File: src/rtl/core/gpdz_pkg.sv
`timescale 1ns / 1ps
// ----------------------------------------------------------------------------
// Gamepad deadzone shaper package
// Shared types, register indices, reset values and report layout constants.
// ----------------------------------------------------------------------------
package gpdz_pkg;

    localparam int AXIS_COUNT    = 6;
    localparam int AXIS_IDX_W    = $clog2(AXIS_COUNT);
    localparam int QUEUE_DEPTH_DEFAULT = 2;

    localparam logic [2:0] AX_LT = 3'd0;
    localparam logic [2:0] AX_RT = 3'd1;
    localparam logic [2:0] AX_LX = 3'd2;
    localparam logic [2:0] AX_LY = 3'd3;
    localparam logic [2:0] AX_RX = 3'd4;
    localparam logic [2:0] AX_RY = 3'd5;

    localparam logic [7:0] MAIN_REPORT_LEN   = 8'd8;
    localparam logic [7:0] SECOND_REPORT_LEN = 8'd4;

    localparam logic [2:0] CFG_REPORT_ID  = 3'd0;
    localparam logic [2:0] CFG_LINK_TMO   = 3'd1;
    localparam logic [2:0] CFG_DEAD_LOW   = 3'd2;
    localparam logic [2:0] CFG_DEAD_HIGH  = 3'd3;
    localparam logic [2:0] CFG_FULL_SCALE = 3'd4;

    localparam logic [7:0]  RST_REPORT_ID  = 8'd0;
    localparam logic [31:0] RST_LINK_TMO   = 32'd100;
    localparam logic [14:0] RST_DEAD_LOW   = 15'd1000;
    localparam logic [14:0] RST_DEAD_HIGH  = 15'd30000;
    localparam logic [14:0] RST_FULL_SCALE = 15'd1000;

    typedef struct packed {
        logic [0:0]  kind;
        logic [31:0] now_ms;
        logic [7:0]  msg_id;
        logic [7:0]  msg_length;
        logic [63:0] payload;
        logic [2:0]  axis;
    } req_item_t;

    typedef struct packed {
        logic               connected;
        logic [15:0]        buttons;
        logic signed [15:0] raw_value;
        logic signed [15:0] shaped_value;
    } rsp_item_t;

    typedef struct packed {
        logic [7:0]  report_id;
        logic [31:0] link_timeout_ms;
        logic [14:0] dead_low;
        logic [14:0] dead_high;
        logic [14:0] full_scale;
    } cfg_t;

    typedef enum logic [1:0] {
        OP_MAIN,
        OP_SECOND,
        OP_QUERY
    } op_t;

    typedef struct packed {
        op_t         op;
        logic        len_ok;
        logic [31:0] now_ms;
        logic [63:0] payload;
        logic [2:0]  axis;
    } cmd_t;

    typedef enum logic [1:0] {
        BK_IDLE,
        BK_MUL,
        BK_DIV,
        BK_DONE
    } back_state_t;

    typedef struct packed {
        logic busy;
        logic dividing;
    } back_status_t;

endpackage

File: src/rtl/core/gpdz_front.sv
`timescale 1ns / 1ps
// ----------------------------------------------------------------------------
// Gamepad deadzone shaper front end
// Accepts request beats, classifies them and queues the ones that matter.
// ----------------------------------------------------------------------------
module gpdz_front
    import gpdz_pkg::*;
(
    input  cfg_t      cfg,
    input  logic      req_valid,
    output logic      req_stall,
    input  req_item_t req_data,
    input  logic      q_full,
    output logic      q_push,
    output cmd_t      q_entry
);

    logic [7:0] second_id;
    logic       keep;

    assign second_id = cfg.report_id + 8'd1;

    always_comb
    begin
        keep           = 1'b1;
        q_entry.op     = OP_QUERY;
        q_entry.len_ok = 1'b0;
        q_entry.now_ms = req_data.now_ms;
        q_entry.payload = req_data.payload;
        q_entry.axis   = req_data.axis;
        if (req_data.kind == 1'b0)
        begin
            if (req_data.msg_id == cfg.report_id)
            begin
                q_entry.op     = OP_MAIN;
                q_entry.len_ok = (req_data.msg_length == MAIN_REPORT_LEN);
            end
            else if (req_data.msg_id == second_id)
            begin
                q_entry.op     = OP_SECOND;
                q_entry.len_ok = (req_data.msg_length == SECOND_REPORT_LEN);
            end
            else
            begin
                keep = 1'b0;
            end
        end
    end

    assign req_stall = q_full;
    assign q_push    = req_valid && !q_full && keep;

endmodule

File: src/rtl/core/gpdz_queue.sv
`timescale 1ns / 1ps
// ----------------------------------------------------------------------------
// Gamepad deadzone shaper command queue
// Short shifting queue between the front end and the execution back end.
// ----------------------------------------------------------------------------
module gpdz_queue
    import gpdz_pkg::*;
#(
    parameter int DEPTH = QUEUE_DEPTH_DEFAULT
)
(
    input  logic clk,
    input  logic rst_n,
    input  logic push,
    input  cmd_t push_entry,
    output logic full,
    input  logic pop,
    output logic head_valid,
    output cmd_t head
);

    localparam int CW = $clog2(DEPTH + 1);

    cmd_t          slot_reg [DEPTH];
    logic [CW-1:0] count_reg;
    logic [CW-1:0] count_next;
    logic [CW-1:0] wr_idx;

    assign full       = (count_reg == CW'(DEPTH));
    assign head_valid = (count_reg != '0);
    assign head       = slot_reg[0];
    assign wr_idx     = pop ? (count_reg - CW'(1)) : count_reg;

    always_comb
    begin
        count_next = count_reg;
        if (push && !pop)
        begin
            count_next = count_reg + CW'(1);
        end
        else if (pop && !push)
        begin
            count_next = count_reg - CW'(1);
        end
    end

    always_ff @(posedge clk or negedge rst_n)
    begin
        if (!rst_n)
        begin
            count_reg <= '0;
        end
        else
        begin
            count_reg <= count_next;
        end
    end

    for (genvar i = 0; i < DEPTH; i++)
    begin : g_slot
        if (i < DEPTH - 1)
        begin : g_mid
            always_ff @(posedge clk)
            begin
                if (push && wr_idx == CW'(i))
                begin
                    slot_reg[i] <= push_entry;
                end
                else if (pop)
                begin
                    slot_reg[i] <= slot_reg[i + 1];
                end
            end
        end
        else
        begin : g_last
            always_ff @(posedge clk)
            begin
                if (push && wr_idx == CW'(i))
                begin
                    slot_reg[i] <= push_entry;
                end
            end
        end
    end

endmodule

File: src/rtl/core/gpdz_back.sv
`timescale 1ns / 1ps
// ----------------------------------------------------------------------------
// Gamepad deadzone shaper back end
// Holds controller state, applies reports and answers queries with shaping.
// ----------------------------------------------------------------------------
module gpdz_back
    import gpdz_pkg::*;
(
    input  logic         clk,
    input  logic         rst_n,
    input  cfg_t         cfg,
    input  logic         q_valid,
    input  cmd_t         q_head,
    output logic         q_pop,
    output logic         rsp_valid,
    input  logic         rsp_stall,
    output rsp_item_t    rsp_data,
    output back_status_t status
);

    back_state_t state_reg, state_next;

    logic [15:0]      buttons_reg;
    logic [15:0]      axis_reg [AXIS_COUNT];
    logic [31:0]      last_seen_reg;

    logic             rsp_valid_reg;
    rsp_item_t        rsp_data_reg;

    logic [14:0]      num_reg;
    logic [14:0]      span_reg;
    logic [14:0]      fs_reg;
    logic             neg_reg;
    rsp_item_t        hold_reg;
    logic [14:0]      rem_reg;
    logic [14:0]      quo_reg;
    logic [3:0]       step_reg;

    logic             is_query;
    logic             conn;
    logic             axis_ok;
    logic             is_trigger;
    logic signed [15:0] raw;
    logic [15:0]      mag;
    logic             in_dead;
    logic             clamp;
    logic             needs_div;
    rsp_item_t        quick;
    rsp_item_t        div_result;
    logic             out_free;
    logic [29:0]      product;
    logic [15:0]      shifted;
    logic [16:0]      trial;
    logic [14:0]      quo_final;

    logic             apply_report;
    logic             load_quick;
    logic             start_div;
    logic             do_mul;
    logic             do_step;
    logic             load_div;

    assign is_query   = (q_head.op == OP_QUERY);
    assign conn       = ((q_head.now_ms - last_seen_reg) <= cfg.link_timeout_ms);
    assign axis_ok    = (q_head.axis <= AX_RY);
    assign is_trigger = (q_head.axis == AX_LT) || (q_head.axis == AX_RT);
    assign raw        = axis_ok ? $signed(axis_reg[q_head.axis[AXIS_IDX_W-1:0]]) : 16'sd0;
    assign mag        = raw[15] ? (16'd0 - raw) : raw;
    assign in_dead    = (mag <= {1'b0, cfg.dead_low});
    assign clamp      = (mag > {1'b0, cfg.dead_high});
    assign needs_div  = is_query && conn && axis_ok && !is_trigger && !in_dead && !clamp;
    assign out_free   = !rsp_valid_reg || !rsp_stall;

    always_comb
    begin
        quick = '0;
        if (conn)
        begin
            quick.connected = 1'b1;
            quick.buttons   = buttons_reg;
            quick.raw_value = raw;
            if (is_trigger || !axis_ok || in_dead)
            begin
                quick.shaped_value = is_trigger ? raw : 16'sd0;
            end
            else
            begin
                quick.shaped_value = raw[15] ? -$signed({1'b0, cfg.full_scale})
                                             : $signed({1'b0, cfg.full_scale});
            end
        end
    end

    assign product   = num_reg * fs_reg;
    assign shifted   = {rem_reg, quo_reg[14]};
    assign trial     = {1'b0, shifted} - {2'b00, span_reg};
    assign quo_final = quo_reg;

    always_comb
    begin
        div_result              = hold_reg;
        div_result.shaped_value = neg_reg ? -$signed({1'b0, quo_final})
                                          : $signed({1'b0, quo_final});
    end

    always_comb
    begin
        state_next = state_reg;
        unique case (state_reg)
            BK_IDLE:
            begin
                if (q_valid && needs_div)
                begin
                    state_next = BK_MUL;
                end
            end
            BK_MUL:
            begin
                state_next = BK_DIV;
            end
            BK_DIV:
            begin
                if (step_reg == 4'd14)
                begin
                    state_next = BK_DONE;
                end
            end
            BK_DONE:
            begin
                if (out_free)
                begin
                    state_next = BK_IDLE;
                end
            end
            default:
            begin
                state_next = BK_IDLE;
            end
        endcase
    end

    always_comb
    begin
        apply_report = 1'b0;
        load_quick   = 1'b0;
        start_div    = 1'b0;
        do_mul       = 1'b0;
        do_step      = 1'b0;
        load_div     = 1'b0;
        unique case (state_reg)
            BK_IDLE:
            begin
                if (q_valid)
                begin
                    if (!is_query)
                    begin
                        apply_report = 1'b1;
                    end
                    else if (needs_div)
                    begin
                        start_div = 1'b1;
                    end
                    else if (out_free)
                    begin
                        load_quick = 1'b1;
                    end
                end
            end
            BK_MUL:
            begin
                do_mul = 1'b1;
            end
            BK_DIV:
            begin
                do_step = 1'b1;
            end
            BK_DONE:
            begin
                load_div = out_free;
            end
            default:
            begin
            end
        endcase
    end

    assign q_pop = apply_report || load_quick || start_div;

    always_ff @(posedge clk or negedge rst_n)
    begin
        if (!rst_n)
        begin
            state_reg     <= BK_IDLE;
            rsp_valid_reg <= 1'b0;
            buttons_reg   <= '0;
            last_seen_reg <= '0;
            for (int i = 0; i < AXIS_COUNT; i++)
            begin
                axis_reg[i] <= '0;
            end
        end
        else
        begin
            state_reg <= state_next;
            if (load_quick || load_div)
            begin
                rsp_valid_reg <= 1'b1;
            end
            else if (!rsp_stall)
            begin
                rsp_valid_reg <= 1'b0;
            end
            if (apply_report)
            begin
                last_seen_reg <= q_head.now_ms;
                if (q_head.len_ok)
                begin
                    if (q_head.op == OP_MAIN)
                    begin
                        buttons_reg    <= q_head.payload[15:0];
                        axis_reg[AX_LT[AXIS_IDX_W-1:0]] <= {8'd0, q_head.payload[23:16]};
                        axis_reg[AX_RT[AXIS_IDX_W-1:0]] <= {8'd0, q_head.payload[31:24]};
                        axis_reg[AX_LX[AXIS_IDX_W-1:0]] <= q_head.payload[47:32];
                        axis_reg[AX_LY[AXIS_IDX_W-1:0]] <= q_head.payload[63:48];
                    end
                    else
                    begin
                        axis_reg[AX_RX[AXIS_IDX_W-1:0]] <= q_head.payload[15:0];
                        axis_reg[AX_RY[AXIS_IDX_W-1:0]] <= q_head.payload[31:16];
                    end
                end
            end
        end
    end

    always_ff @(posedge clk)
    begin
        if (load_quick)
        begin
            rsp_data_reg <= quick;
        end
        else if (load_div)
        begin
            rsp_data_reg <= div_result;
        end
        if (start_div)
        begin
            num_reg  <= mag[14:0] - cfg.dead_low;
            span_reg <= cfg.dead_high - cfg.dead_low;
            fs_reg   <= cfg.full_scale;
            neg_reg  <= raw[15];
            hold_reg <= quick;
        end
        if (do_mul)
        begin
            rem_reg  <= product[29:15];
            quo_reg  <= product[14:0];
            step_reg <= '0;
        end
        if (do_step)
        begin
            step_reg <= step_reg + 4'd1;
            if (!trial[16])
            begin
                rem_reg <= trial[14:0];
                quo_reg <= {quo_reg[13:0], 1'b1};
            end
            else
            begin
                rem_reg <= shifted[14:0];
                quo_reg <= {quo_reg[13:0], 1'b0};
            end
        end
    end

    assign rsp_valid       = rsp_valid_reg;
    assign rsp_data        = rsp_data_reg;
    assign status.busy     = (state_reg != BK_IDLE);
    assign status.dividing = (state_reg == BK_DIV) || (state_reg == BK_MUL);

endmodule

File: src/rtl/core/gamepad_report_deadzone_shaper_unit.sv
`timescale 1ns / 1ps
// ----------------------------------------------------------------------------
// Gamepad report deadzone shaper
// Keeps controller state from report messages and answers axis queries.
// ----------------------------------------------------------------------------
// Usage: request beats (req_valid/req_stall/req_data) are either report
// messages or queries. Reports with the main or second report id update the
// stored state and produce no response; other ids are dropped. Each query
// yields one response beat on rsp_valid/rsp_stall/rsp_data. The user must
// write registers through cfg_valid/cfg_ready/cfg_index/cfg_data only while
// idle; the block itself does not enforce this. A front end classifies beats
// into a short command queue; a back end executes them in order. A trigger,
// deadzoned, clamped or disconnected query is answered from the queue head
// into the response register; a stick query in the rescale range first passes
// through a multiply state and a fifteen-step restoring divider in the back end.
// Reset clears the state, the queue and the response valid flag and restores
// the register defaults. When the receiver stalls, the response is held and
// the queue fills; req_stall rises once the queue is full.
// ----------------------------------------------------------------------------
module gamepad_report_deadzone_shaper_unit
    import gpdz_pkg::*;
#(
    parameter int QUEUE_DEPTH = QUEUE_DEPTH_DEFAULT
)
(
    input  logic        clk,
    input  logic        rst_n,
    input  logic        req_valid,
    output logic        req_stall,
    input  req_item_t   req_data,
    output logic        rsp_valid,
    input  logic        rsp_stall,
    output rsp_item_t   rsp_data,
    input  logic        cfg_valid,
    output logic        cfg_ready,
    input  logic [2:0]  cfg_index,
    input  logic [31:0] cfg_data
);

    cfg_t         cfg_reg;
    logic         q_full;
    logic         q_push;
    cmd_t         q_entry;
    logic         q_pop;
    logic         q_valid;
    cmd_t         q_head;
    back_status_t back_status;

    assign cfg_ready = 1'b1;

    always_ff @(posedge clk or negedge rst_n)
    begin
        if (!rst_n)
        begin
            cfg_reg.report_id       <= RST_REPORT_ID;
            cfg_reg.link_timeout_ms <= RST_LINK_TMO;
            cfg_reg.dead_low        <= RST_DEAD_LOW;
            cfg_reg.dead_high       <= RST_DEAD_HIGH;
            cfg_reg.full_scale      <= RST_FULL_SCALE;
        end
        else if (cfg_valid && cfg_ready)
        begin
            unique case (cfg_index)
                CFG_REPORT_ID:  cfg_reg.report_id       <= cfg_data[7:0];
                CFG_LINK_TMO:   cfg_reg.link_timeout_ms <= cfg_data;
                CFG_DEAD_LOW:   cfg_reg.dead_low        <= cfg_data[14:0];
                CFG_DEAD_HIGH:  cfg_reg.dead_high       <= cfg_data[14:0];
                CFG_FULL_SCALE: cfg_reg.full_scale      <= cfg_data[14:0];
                default:
                begin
                end
            endcase
        end
    end

    gpdz_front u_front (
        .cfg       (cfg_reg),
        .req_valid (req_valid),
        .req_stall (req_stall),
        .req_data  (req_data),
        .q_full    (q_full),
        .q_push    (q_push),
        .q_entry   (q_entry)
    );

    gpdz_queue #(
        .DEPTH (QUEUE_DEPTH)
    ) u_queue (
        .clk        (clk),
        .rst_n      (rst_n),
        .push       (q_push),
        .push_entry (q_entry),
        .full       (q_full),
        .pop        (q_pop),
        .head_valid (q_valid),
        .head       (q_head)
    );

    gpdz_back u_back (
        .clk       (clk),
        .rst_n     (rst_n),
        .cfg       (cfg_reg),
        .q_valid   (q_valid),
        .q_head    (q_head),
        .q_pop     (q_pop),
        .rsp_valid (rsp_valid),
        .rsp_stall (rsp_stall),
        .rsp_data  (rsp_data),
        .status    (back_status)
    );

    a_link_down_zero: assert property (@(posedge clk) disable iff (!rst_n)
        rsp_valid && !rsp_data.connected |->
            rsp_data.buttons == '0 && rsp_data.raw_value == '0 &&
            rsp_data.shaped_value == '0)
        else $error("Disconnected response carries non-zero data");

    a_no_push_when_full: assert property (@(posedge clk) disable iff (!rst_n)
        q_full |-> !q_push)
        else $error("Command queue written while full");

    a_pop_needs_entry: assert property (@(posedge clk) disable iff (!rst_n)
        q_pop |-> q_valid && !back_status.busy)
        else $error("Back end took a command it could not hold");

    a_no_result_mid_divide: assert property (@(posedge clk) disable iff (!rst_n)
        $rose(rsp_valid) |-> !$past(back_status.dividing))
        else $error("Response raised while the divider was running");

endmodule

File: config.mk
export PLATFORM = sky130hd
export DESIGN_NAME = gamepad_report_deadzone_shaper_unit
export DESIGN_NICKNAME = d
export VERILOG_FILES = /design/src/rtl/core/gpdz_pkg.sv /design/src/rtl/core/gpdz_front.sv /design/src/rtl/core/gpdz_queue.sv /design/src/rtl/core/gpdz_back.sv /design/src/rtl/core/gamepad_report_deadzone_shaper_unit.sv
export SDC_FILE = /design/constraint.sdc
export NUM_CORES = 1
export LEC_CHECK = 0
export ABC_AREA = 1
export BUFFER_PORTS_ARGS = -buffer_cell sky130_fd_sc_hd__clkbuf_2
export CORE_UTILIZATION = 31
export DETAILED_ROUTE_END_ITERATION = 12
export GPL_TIMING_DRIVEN = 0
export HOLD_SLACK_MARGIN = 0.02
export PLACE_DENSITY_LB_ADDON = 0.05
export SETUP_SLACK_MARGIN = 0.5
export SLEW_MARGIN = 30
export SYNTH_ARGS = -nofsm -noshare
export SYNTH_HDL_FRONTEND = slang
export SYNTH_SLANG_ARGS = --single-unit
export TNS_END_PERCENT = 50
File: constraint.sdc
create_clock -name clk -period 11.16 [get_ports clk]
set_input_delay 2.232 -clock clk [delete_from_list [all_inputs] [get_ports clk]]
set_output_delay 2.232 -clock clk [all_outputs]
set_load 0.01 [all_outputs]
======== Word level (Yosys, flattened, before mapping) ========
Memory sizes are Yosys's and may differ from the RTL's.
Index checks and enable logic that the tools add are counted.
storage, ports and cells
  flip-flop bits (word level) ............. 380
  bits in writable memories ............... 204
  input port bits ......................... 156
  output and inout port bits .............. 52
  word-level logic and storage cells ...... 178
  memories ................................ 1
memory list
  memory            words  bits a word  rd ports  clocked after memory_dff  wr ports  RTL line          text
  u_queue.slot_reg  2      102          2         0                         1         gpdz_queue.sv:24  cmd_t slot_reg [DEPTH];
cells by class
  $add $sub $neg .......................... 11
  multipliers ............................. 1
  order comparisons ....................... 5
  equality and inequality tests ........... 20
  mux-type cells .......................... 61
  bitwise operators ....................... 3
  reduce and logical (&&, ||, !) cells .... 46
operators by type and width
  operator                                                             count
  102-bit two-way mux                                                  2
  49-bit two-way mux                                                   3
  16-bit two-way mux                                                   8
  102-bit OR reduction                                                 1
  15-bit two-way mux                                                   5
  16-bit binary-select mux with 3-bit select                           1
  32-bit less-or-equal comparator                                      1
  15-bit negator with 16-bit output                                    2
  32-bit subtractor                                                    1
  15-bit by 15-bit multiplier with 30-bit output                       1
  1-bit two-way mux                                                    30
  15-bit subtractor                                                    2
  16-bit by 15-bit subtractor with 17-bit output                       1
  8-bit == test                                                        2
  16-bit by 15-bit > comparator with 1-bit output                      1
  16-bit by 15-bit less-or-equal comparator with 1-bit output          1
  1-bit by 16-bit subtractor with 16-bit output, first input constant  1
  1-bit logical AND                                                    12
  2-bit two-way mux                                                    6
  2-bit AND reduction                                                  5
  1-bit zero test                                                      9
  3-bit two-way mux                                                    3
  3-bit AND reduction                                                  3
  8-bit by 1-bit adder with 8-bit output, second input constant        1
  other kinds (23)                                                     45

======== Depth between registers and ports, before layout ========
An unclocked memory read counts as a cell.
  word-level depth ........................ 25
  mapped depth ............................ 38
  mapped depth without buffers ............ 36

======== By module ========
Synthesis repeated with hierarchy kept, for this count alone.
unflattened totals
  cells, all modules ...................... 4,292
  area, all modules ....................... 38,239.2 µm²
modules (own cells, without submodules)
  module                               times used  cells an instance  area each (µm²)  sequential area each (µm²)
  gpdz_back                            1           3,036              24,994.0         8,142.8
  gpdz_queue                           1           671                8,568.2          6,175.9
  gamepad_report_deadzone_shaper_unit  1           381                3,434.5          2,154.6
  gpdz_front                           1           204                1,242.4          0.0

======== Worst setup path before layout ========
No wires, ideal clock.
  kind .................................... reg-to-reg
  from .................................... memory u_queue.slot_reg[0][69] (netlist name)
  to ...................................... memory u_queue.slot_reg[0][102] (netlist name), enable pin
  setup time .............................. 688 ps
  arrival ................................. 10,781 ps
  required time ........................... 10,472 ps
  path slack .............................. -309 ps
  cell stages (with the launch flop) ...... 30
  path buffers ............................ 0
  cells stage by stage .................... edfxtp_1 > ha_1 > a21oi_1 > o21ai_0 > nand2_1 > nand2_1 > a21boi_0 > o21ai_0 > a21oi_1 > inv_1 > nand2_1 > nand3_1 > o21ai_0 > o21ai_0 > xor2_1 > ha_1 > nand2_1 > nor3_1 > nand2_1 > nor2_1 > nand4_1 > nand2_1 > nand3_1 > nor2_2 > nand3_4 > nand2_4 > inv_2 > nand2_1 > nand2_1 > nor3_1
RTL lines
  item             RTL line
  start, declared  gpdz_queue.sv:24

======== Worst setup path after layout ========
  from .................................... register u_back.num_reg[7]
  to ...................................... register u_back.rem_reg[10] (data pin)
between the ends
  word-level cells in the longest chain between the ends .. 3
RTL lines
  item                                            RTL line          text
  start, declared                                 gpdz_back.sv:30   logic [14:0] num_reg;
  start signal, assigned                          gpdz_back.sv:248  num_reg <= mag[14:0] - cfg.dead_low;
  15-bit by 15-bit multiplier with 30-bit output  gpdz_back.sv:94   assign product = num_reg * fs_reg;
  15-bit two-way mux                              gpdz_back.sv:254  if (do_mul)
  15-bit two-way mux                              gpdz_back.sv:260  if (do_step)
  end signal, assigned                            gpdz_back.sv:256  rem_reg <= product[29:15];
  end signal, assigned                            gpdz_back.sv:265  rem_reg <= trial[14:0];
  end signal, assigned                            gpdz_back.sv:270  rem_reg <= shifted[14:0];
  end, declared                                   gpdz_back.sv:35   logic [14:0] rem_reg;
No other way between the ends. The select of a mux whose other input is x is not followed.
A chain may end at the register's enable or synchronous reset.

==> flow_summary.yaml <==
sta:
  fin_crit_ps: 7280
  clock.fmax_mhz: 137
  slew_viol_final: 0
  timing.final.crit_share: 0.652
  rsz0062_at_grt: "false"
  max-slew-margin-rel: 0.400
  hold_violations: 0
  worst_clock_skew_ps: 35.1
  worst_slack_ps: 3880
  worst_pin_slew_ps: 900
  setup_violations: 0
placed_design:
  place_ws_ps: 3740
  hpwl_um: 89000
  io_buffers: 206
  gp_congestion: 0.845
  dpl.cell_count: 5669
floorplan:
  rows: 124
  core_sq_um: 115000
  die_w_um: 343
  die_h_um: 343
  start_util: 0.314
  die_area_sq_um: 118000
  ioPinCount: 208
yosys:
  synthCells: 3930
  syn_nets: 4485
  synth-edff-count: 366
  yosysTopAreaCell: "edfxtp_1"
  synth_flop_cell: "edfxtp_1"
  seq_area_frac_synth: 0.456
  synth_most_common_cell: "nand2_1"
  synth.area.top_cells: "edfxtp_1, dfrtp_1, nand2_1"
  async_reset_ff_frac: 0.373
  avgSynthCellArea_sq_um: 9.19
  yosysUniqueCellTypes: 55
  yosysWarnings: 0
  yosysTopAreaCellShare: 0.304
  syn_area_sq_um: 36100
  synth-seq-cells: 584
  synthTopCellsByCount: "nand2_1, inv_1, edfxtp_1"
global_routing:
  antenna_found_initial: 7
  grt.busiest_layer: "met2"
  grt_pass1_vias: 27475
  grt_pass1_wl_um: 171000
  met2_usage: 0.312
  grtUsageMet3: 0.0270
  overflow: 0
  grt_max_degree: 75
  grtUsageMet1: 0.275
  grtUsageTotal: 0.194
power_and_ir_drop:
  ir_worst_vdd_v: 0.000125
  p_per_area_nw_per_um2: 296
  leakage_nw: 19.9
route:
  drc_errors: 0
  wl_per_cell_um: 19.5
  via_per_inst: 4.65
  antenna_left: 0
  drtPass1Iterations: 5
  vias: 26993
  drt_wl_total_um: 113000
  drtIter0Drc: 1796
worst_setup_path:
  cp-end-kind: "flop"
  worst_path_most_repeated_cell: "fa_1"
  cp-start-kind: "flop"
  cp_num_buf_inv: 6
  required_ps: 11550
  slowest_stage: "clkbuf_1"
  r2r-start: "u_back.num_reg[7]"
  ff2ff_path_depth: 25
  arrival_ps: 7670
  crit_family: "adder cells"
  critPathMaxFanout: 10
  slowest_delay_ps: 650
  crit_type: "reg2reg"
  rrSetupSlack_ps: 3880
  r2r_end: "u_back.rem_reg[10]"
clock_network:
  cts_resized: 0
  cts_max_level: 3
  clock_path_buffers: 3
  cts_buffers: 75
  clk_pin_slew_ps: 60
  cts_tree: "built"
  cts.sinks: 584
  cts_setup_buffers: 0
  hold_buffers: 0
  insertion_delay_ps: 650
  ctsRootBufferMaster: "clkbuf_16"
job:
  drv_cap: 0
final_layout:
  layout-drive-gt1-share: 0.108
  area_growth_syn_to_layout_pct: 16.0
  fin_cells: 5810
  largest_reg_flops: 204
  nets: 4789
hold_path:
  hold_depth: 1
  min-delay-start: "u_queue.slot_reg[0][35]"
  hp-class: "reg2reg"
  hold_path_end: "u_back.axis_reg[48]"
outcome:
  status: "completed"
how the worst max path moves through the flow:
stage	startpoint	end	slack [ps]	depth (start not counted)
2_1_floorplan	u_queue.slot_reg[0][69]	u_queue.slot_reg[0][102]	2830	29
3_3_place_gp	u_queue.slot_reg[0][67]	u_queue.slot_reg[0][193]	-1910	28
3_5_place_dp	u_back.num_reg[7]	u_back.rem_reg[12]	3740	27
5_1_grt	u_back.num_reg[7]	u_back.rem_reg[12]	3260	27
4_1_cts	u_back.num_reg[7]	u_back.rem_reg[12]	3660	27
6_report	u_back.num_reg[7]	u_back.rem_reg[10]	3880	25
power by group:
part / total [mW] / internal (mW) / switching (mW)
clock network: 2.40 / 1.40 / 0.993
logic: 6.33 / 2.20 / 4.13
registers: 3.65 / 3.29 / 0.357
total: 12.4 / 6.90 / 5.48
metrics by stage:
step	hold slack [ps]	area, sq um	power [mW]	utilization	setup TNS, ps
after floorplan	453	36100	7.92	-	0
after global placement	466	39000	10.1	0.340	-193150
after detailed placement	473	39500	10.1	0.343	0
after CTS	487	41900	12.6	0.364	0
after global routing	492	41900	13.5	0.364	0
final	479	41900	12.4	0.364	0
per-layer routing:
metal | routed length [um] | vias to the layer above
li1 | - | 13328
met2 | 51800 | 530
met1 | 54500 | 13005
met4 | 2430 | 8
met5 | 50 | -
met3 | 4680 | 122
final cells by class:
class                      instances  area, sq um
fill                           11858        73100
multi-input combinational       2608        16800
sequential                       584        16500
inverter                         597         2250
clock buffer                     108         2120
tap                             1512         1890
timing repair buffer             227         1420
buffer                           141          676
clock inverter                    31          303
antenna                            2         5.00
cells by family after synthesis:
| family | count (synthesis) | share of synthesized area |
|---|---|---|
| simple gates | 1529 | 0.173 |
| buf+inv | 738 | 0.0808 |
| flops | 584 | 0.456 |
| compound gates | 535 | 0.0797 |
| fa+ha+maj | 399 | 0.174 |
| xor+xnor | 122 | 0.0296 |
| mux | 22 | 0.00686 |
| other cells | 1 | 0.000104 |
layout by cell type (no fill, tap or decap), drive strengths merged, types with 23 or more instances in the layout:
| cell type | instances |
|---|---|
| nand2 | 1081 |
| inv | 601 |
| clkbuf | 414 |
| edfxtp | 366 |
| o21ai | 270 |
| ha | 228 |
| nand3 | 207 |
| dfrtp | 196 |
| a21oi | 183 |
| nor2 | 172 |
| fa | 171 |
| xor2 | 89 |
| buf | 62 |
| xnor2 | 33 |
| nor3 | 24 |
| clkinv | 23 |
(Power assumes the default switching activity.)
